$ cat src/epm_pkg.sv
package epm_pkg;

    localparam int POOL_WORDS_DEF = 128;
    localparam int WORD_W         = 32;
    localparam int TAP_COUNT      = 6;

    localparam logic [1:0] FUNC_ADD   = 2'd0;
    localparam logic [1:0] FUNC_READ  = 2'd1;
    localparam logic [1:0] FUNC_CLEAR = 2'd2;

    typedef struct packed {
        logic we;
        logic re;
    } t_ram_cmd;

    // Tap offsets from the add pointer, the pointer slot itself last.
    function automatic logic [6:0] tap_offset(input logic [2:0] k);
        logic [6:0] ofs;
        case (k)
            3'd0:    ofs = 7'd104;
            3'd1:    ofs = 7'd76;
            3'd2:    ofs = 7'd51;
            3'd3:    ofs = 7'd25;
            3'd4:    ofs = 7'd1;
            default: ofs = 7'd0;
        endcase
        return ofs;
    endfunction

    function automatic logic [WORD_W-1:0] twist(input logic [2:0] sel);
        logic [WORD_W-1:0] t;
        case (sel)
            3'd0:    t = 32'h00000000;
            3'd1:    t = 32'h3b6e20c8;
            3'd2:    t = 32'h76dc4190;
            3'd3:    t = 32'h4db26158;
            3'd4:    t = 32'hedb88320;
            3'd5:    t = 32'hd6d6a3e8;
            3'd6:    t = 32'h9b64c2b0;
            default: t = 32'ha00ae278;
        endcase
        return t;
    endfunction

    function automatic logic [WORD_W-1:0] rotl32(input logic [WORD_W-1:0] x,
                                                 input logic [4:0] r);
        logic [2*WORD_W-1:0] d;
        d = {x, x} << r;
        return d[2*WORD_W-1:WORD_W];
    endfunction

endpackage

$ cat src/epm_seq.sv
module epm_seq
    import epm_pkg::*;
#(
    parameter int POOL_WORDS = POOL_WORDS_DEF,
    localparam int ADDR_W    = $clog2(POOL_WORDS)
) (
    input  logic              i_clk,
    input  logic              i_rst_n,
    input  logic              start,
    output logic              busy,
    input  logic [1:0]        i_func,
    input  logic [WORD_W-1:0] i_data_word,
    input  logic              i_count_new,
    input  logic [6:0]        i_read_index,
    input  logic              i_end_of_batch,
    output t_ram_cmd          o_ram_cmd,
    output logic [ADDR_W-1:0] o_ram_addr,
    output logic [WORD_W-1:0] o_ram_wdata,
    input  logic [WORD_W-1:0] i_ram_rdata,
    output logic              o_valid,
    output logic [WORD_W-1:0] o_result_word,
    output logic [WORD_W-1:0] o_new_entropy_count,
    output logic              o_batch_done
);

    localparam logic [2:0] S_CLR   = 3'd0;
    localparam logic [2:0] S_IDLE  = 3'd1;
    localparam logic [2:0] S_TAP   = 3'd2;
    localparam logic [2:0] S_WR    = 3'd3;
    localparam logic [2:0] S_RDATA = 3'd4;

    localparam logic [2:0] LAST_TAP = 3'(TAP_COUNT);

    logic [2:0]        r_state;
    logic [ADDR_W-1:0] r_clr_addr;
    logic [ADDR_W-1:0] r_ptr;
    logic [4:0]        r_rot;
    logic [WORD_W-1:0] r_fresh;
    logic [WORD_W-1:0] r_acc;
    logic [2:0]        r_tap;
    logic              r_batch;
    logic              r_out_valid;
    logic [WORD_W-1:0] r_out_word;
    logic [WORD_W-1:0] r_out_count;
    logic              r_out_batch;

    logic              accept;
    logic [ADDR_W-1:0] n_ptr;
    logic [WORD_W-1:0] mix_out;
    logic              n_out_valid;

    assign busy    = (r_state != S_IDLE);
    assign accept  = start && !busy;
    assign n_ptr   = r_ptr - ADDR_W'(1);
    assign mix_out = (r_acc >> 3) ^ twist(r_acc[2:0]);

    // Clear and unused codes answer at once; adds and reads answer from their last state.
    assign n_out_valid = (r_state == S_WR) || (r_state == S_RDATA) ||
                         (accept && i_func != FUNC_ADD && i_func != FUNC_READ);

    always_comb begin
        o_ram_cmd   = '0;
        o_ram_addr  = '0;
        o_ram_wdata = '0;
        unique case (r_state)
            S_CLR: begin
                o_ram_cmd.we = 1'b1;
                o_ram_addr   = r_clr_addr;
            end
            S_IDLE: begin
                if (accept && i_func == FUNC_READ) begin
                    o_ram_cmd.re = 1'b1;
                    o_ram_addr   = ADDR_W'(i_read_index);
                end
            end
            S_TAP: begin
                if (r_tap != LAST_TAP) begin
                    o_ram_cmd.re = 1'b1;
                    o_ram_addr   = r_ptr + ADDR_W'(tap_offset(r_tap));
                end
            end
            S_WR: begin
                o_ram_cmd.we = 1'b1;
                o_ram_addr   = r_ptr;
                o_ram_wdata  = mix_out;
            end
            default: begin
            end
        endcase
    end

    always_ff @(posedge i_clk) begin
        if (!i_rst_n) begin
            r_state     <= S_CLR;
            r_clr_addr  <= '0;
            r_ptr       <= '0;
            r_rot       <= '0;
            r_fresh     <= '0;
            r_tap       <= '0;
            r_out_valid <= 1'b0;
        end else begin
            r_out_valid <= n_out_valid;
            unique case (r_state)
                S_CLR: begin
                    r_clr_addr <= r_clr_addr + ADDR_W'(1);
                    if (r_clr_addr == ADDR_W'(POOL_WORDS - 1)) begin
                        r_state <= S_IDLE;
                    end
                end
                S_IDLE: begin
                    if (accept) begin
                        r_batch <= i_end_of_batch;
                        case (i_func)
                            FUNC_ADD: begin
                                r_ptr   <= n_ptr;
                                r_rot   <= r_rot + ((n_ptr != '0) ? 5'd7 : 5'd14);
                                r_acc   <= rotl32(i_data_word, r_rot);
                                r_tap   <= '0;
                                r_state <= S_TAP;
                                if (i_count_new && r_fresh != '1) begin
                                    r_fresh <= r_fresh + WORD_W'(1);
                                end
                            end
                            FUNC_READ: begin
                                r_state <= S_RDATA;
                            end
                            FUNC_CLEAR: begin
                                r_fresh     <= '0;
                                r_out_word  <= '0;
                                r_out_count <= '0;
                                r_out_batch <= i_end_of_batch;
                            end
                            default: begin
                                r_out_word  <= '0;
                                r_out_count <= r_fresh;
                                r_out_batch <= i_end_of_batch;
                            end
                        endcase
                    end
                end
                S_TAP: begin
                    // Read data arrives the cycle after its address.
                    if (r_tap != '0) begin
                        r_acc <= r_acc ^ i_ram_rdata;
                    end
                    r_tap <= r_tap + 3'd1;
                    if (r_tap == LAST_TAP) begin
                        r_state <= S_WR;
                    end
                end
                S_WR: begin
                    r_out_word  <= mix_out;
                    r_out_count <= r_fresh;
                    r_out_batch <= r_batch;
                    r_state     <= S_IDLE;
                end
                S_RDATA: begin
                    r_out_word  <= i_ram_rdata;
                    r_out_count <= r_fresh;
                    r_out_batch <= r_batch;
                    r_state     <= S_IDLE;
                end
                default: begin
                    r_state <= S_IDLE;
                end
            endcase
        end
    end

    assign o_valid             = r_out_valid;
    assign o_result_word       = r_out_word;
    assign o_new_entropy_count = r_out_count;
    assign o_batch_done        = r_out_batch;

endmodule

$ cat config.mk
export PLATFORM = sky130hd
export DESIGN_NAME = epm_seq
export DESIGN_NICKNAME = d
export VERILOG_FILES = /design/src/epm_pkg.sv /design/src/epm_seq.sv
export SDC_FILE = /design/constraint.sdc
export NUM_CORES = 1
export LEC_CHECK = 0
export ABC_CLOCK_PERIOD_IN_PS = 6100
export BUFFER_PORTS_ARGS = -buffer_cell sky130_fd_sc_hd__buf_4
export CORE_UTILIZATION = 30
export DETAILED_ROUTE_END_ITERATION = 7
export GPL_ROUTABILITY_DRIVEN = 0
export GPL_TIMING_DRIVEN = 0
export SETUP_SLACK_MARGIN = 0.15
export SYNTH_ARGS = -nofsm -noshare
export SYNTH_HDL_FRONTEND = slang
export SYNTH_SLANG_ARGS = --single-unit
export TNS_END_PERCENT = 10
$ cat constraint.sdc
create_clock -name i_clk -period 6.1 [get_ports i_clk]
set_clock_uncertainty 0.2 [all_clocks]
set_input_delay 1.525 -clock i_clk [delete_from_list [all_inputs] [get_ports i_clk]]
set_output_delay 1.525 -clock i_clk [all_outputs]
set_load 0.02 [all_outputs]
==> run summary <==
Status = complete, no violations
TritonCTS clock tree = done
Cell Int Power = 1.740 mW
Area after DPL = 11350 um2
Total Power = 2.366 mW
Dpl ws = 1.398 ns
Number of synthesized register bits = 156
Clk sink count = 156
Setup ws final = 1.173 ns
Power density over cell area = 197.8 nW/um2
Post-route non-filler standard cell count = 1556
Vias = 8050
Worst hold-check path type = reg2reg
Part of the power in registers = 0.471
Hold-critical path depth = 2
Avg Synthesized Cell Area = 9.983 um2
Clock latency on the worst-skew pair = 0.44 ns
Avg Vias per Cell = 5.174
Inserted Diodes = 0
Clk pwr share = 0.463
HPWL Detailed = 22790 um
Maxcap violations = 0
DIE AREA = 31960 um2
Worst Setup Start Kind = register
Syn Nets = 1036
Clock slew at reported path FFs = 0.08 ns
Rel. slew slack = 0.4847
Yosys cell types = 59
Logic pwr share = 0.066
Critical path arrival = 3.20 ns
Switch share = 0.2646
Avg WL per Cell = 18.82 um
Rows = 64
Area Overhead vs Synth = 27.64%
Post-synthesis cell count = 939
Post-synthesis async set-or-reset flop share = 0
First-pass DRT Iterations = 7
Fmax = 0.2030 GHz
Cell family contributing the most delay on the critical path = compound AO/OA/AOI/OAI gates
Top_reg_cell synth = edfxtp_1
Final Setup Violations = 0
Final Hold Fails = 0
RSZ-0062 raised after global routing = no
Initial DRC Count = 652
Buf/Inv on CP = 4
TNS Setup = 0 ns
Largest net degree at the start of global routing = 38
CP max stage delay = 0.40 ns
Final net count = 1244
Inst Count DP = 1524
Max IR drop VDD = 185.9 uV
Final wirelength = 29280 um
Maximum root-to-sink buffer count = 2
Area of the mapped netlist = 9374 um2
Chip width = 178.8 um
Core area = 30670 um2
CTS resizes = 0
CP cell instances = inv_1 -> ha_1 -> nor2_1 -> o21ai_0 -> ha_1 -> inv_1 -> fa_1 -> inv_1 -> a21oi_1 -> o21bai_1 -> a31oi_1 -> xnor2_1 -> o21ai_0 -> buf_4
CTS buffer count = 17
Die Ht = 178.8 um
EDFF count, synth = 98
Post-route cell area = 11970 um2
Register area share after synthesis = 0.4378
Fin crit share = 0.8076
CTS root buffer = clkbuf_16
Max-slew violations = 0
Post-route DRC = 0
Max FO, Critical Path = 5
Routed Antenna Nets = 0
GRT Overall Usage = 0.1863
Critical path type = reg2out
Worst Tran Pin Value = 0.7729 ns
Initial core utilization = 0.3056
I/O pins = 186
Yosys warns = 0
Setup bufs post-CTS = 0
Required @ worst endpoint = 4.38 ns
First-pass GRT wire length = 44980 um
Fin crit period = 4.927 ns
H-tree depth = 4
CP Depth = 14
Pleak = 4.439 nW
Global route total overflow = 0
Slowest CP cell = fa_1
Hold buffers post-CTS = 0
Number of global-route vias before repair = 7800
Share of cells above drive strength 1 = 0.2405
Crit end category = primary output
R2R depth = 9
CP most frequent cell = inv_1
Initial antenna violation count = 2
IO Port Bufs = 185
P_sw = 0.6261 mW
[tightest hold or removal path: stages (launching register included)]
cell	delay (ns)
dfxtp_1	0.34
o21ai_0	0.08
a21oi_1	0.06
[state kept, by name, summed over array words and instances, names as in the netlist]
| name | cells |
|---|---|
| o_new_entropy_count | 32 |
| o_result_word | 32 |
| r_acc | 32 |
| r_fresh | 32 |
| r_clr_addr | 7 |
| r_ptr | 7 |
| r_rot | 5 |
| r_state | 3 |
| r_tap | 3 |
| o_batch_done | 1 |
| o_valid | 1 |
| r_batch | 1 |
[layout by cell type (no fill, tap or decap), types with 4 or more instances in the layout]
cell type	n
a221oi_1	32
buf_6	4
buf_2	11
nor3_2	7
a222oi_1	5
xnor2_1	43
a21o_1	34
nand2b_1	5
nand4_1	14
mux2i_1	56
inv_8	7
nor2b_1	4
nand3_1	16
dfxtp_1	58
a21oi_1	27
or3_1	12
nor3_1	7
buf_4	190
clkbuf_16	17
nor2_1	86
a22o_1	4
clkinv_8	4
o221ai_1	32
o22ai_1	12
and2_1	45
mux2_2	14
nand2_1	88
ha_1	18
and3_1	7
clkbuf_1	41
xor2_1	58
o21ai_0	33
edfxtp_1	98
inv_1	18
[synthesized netlist by cell type, types with 4 or more instances]
master,count,share of area
edfxtp_1,98,0.31
nand2_1,88,0.035
nor2_1,87,0.035
dfxtp_1,58,0.12
xor2_1,58,0.054
mux2i_1,56,0.060
and2_1,45,0.030
xnor2_1,43,0.040
clkbuf_1,41,0.016
a21o_1,34,0.027
o21ai_0,33,0.018
a221oi_1,32,0.030
o221ai_1,32,0.030
a21oi_1,27,0.014
ha_1,18,0.024
inv_1,18,0.0072
nand3_1,16,0.0085
mux2_2,14,0.017
nand4_1,14,0.0093
o22ai_1,12,0.0080
or3_1,12,0.0080
buf_2,11,0.0059
and3_1,7,0.0047
nor3_1,7,0.0037
nor3_2,7,0.0075
a222oi_1,5,0.0053
buf_4,5,0.0040
nand2b_1,5,0.0033
a22o_1,4,0.0037
buf_6,4,0.0048
nor2b_1,4,0.0027
[final timing paths]
kind,from,end,slack (ns)
hold reg to reg,r_clr_addr[6]$_SDFFE_PN0N_,r_clr_addr[6]$_SDFFE_PN0N_,0.31
hold / removal,r_clr_addr[6]$_SDFFE_PN0N_,r_clr_addr[6]$_SDFFE_PN0N_,0.31
setup / recovery,r_tap[0]$_SDFFE_PN0P_,o_ram_addr[6],1.17
setup reg to reg,r_state[0]$_SDFFE_PN0P_,r_acc[29]$_DFFE_PP_,3.22
[per-stage QoR]
step | hold slack [ns] | utilization
final | 0.3124 | 0.3901
after CTS | 0.3131 | 0.3901
after floorplan | 0.2573 | -
after global placement | 0.2888 | 0.3671
after global routing | 0.3295 | 0.3901
after detailed placement | 0.3011 | 0.3702
[kinds of logic (layout without fill, tap and decap cells)]
group / Yosys count / after routing / share of synthesized area
simple gates: 317 / 317 / 0.1767
compound gates: 193 / 193 / 0.1484
buf+inv: 83 / 304 / 0.03991
flops: 156 / 156 / 0.4378
xor+xnor: 101 / 101 / 0.09437
fa+ha+maj: 19 / 19 / 0.02616
mux: 70 / 70 / 0.07662
[metal layers]
metal  up-vias  track usage  part of all wire
li1       3859            -                 -
met1      3805       0.2486              0.45
met2       320       0.2901              0.45
met3        62      0.04177             0.072
met4         4      0.07486             0.029
met5         -            0           0.00072
[power by group through the flow]
stage                     Sequential (mW)  Combinational [mW]  Clock (mW)
after detailed placement             1.14               0.152           0
after global routing                 1.11               0.166        1.15
after CTS                            1.11               0.153        1.12
after floorplan                      1.14              0.0656           0
after global placement               1.14               0.151           0
final                                1.11               0.155        1.10
[final cells by class]
cell class,count,area [um2]
well taps,396,495.5
flip-flops and latches,156,4104
fillers,3061,18700
multi-input cells,700,4921
inverters,19,71.32
clock buffers,17,425.4
plain buffers,64,302.8
repair buffers,189,1459
clock inverters,15,186.4
No activity file was read; power rests on OpenSTA's default activity.
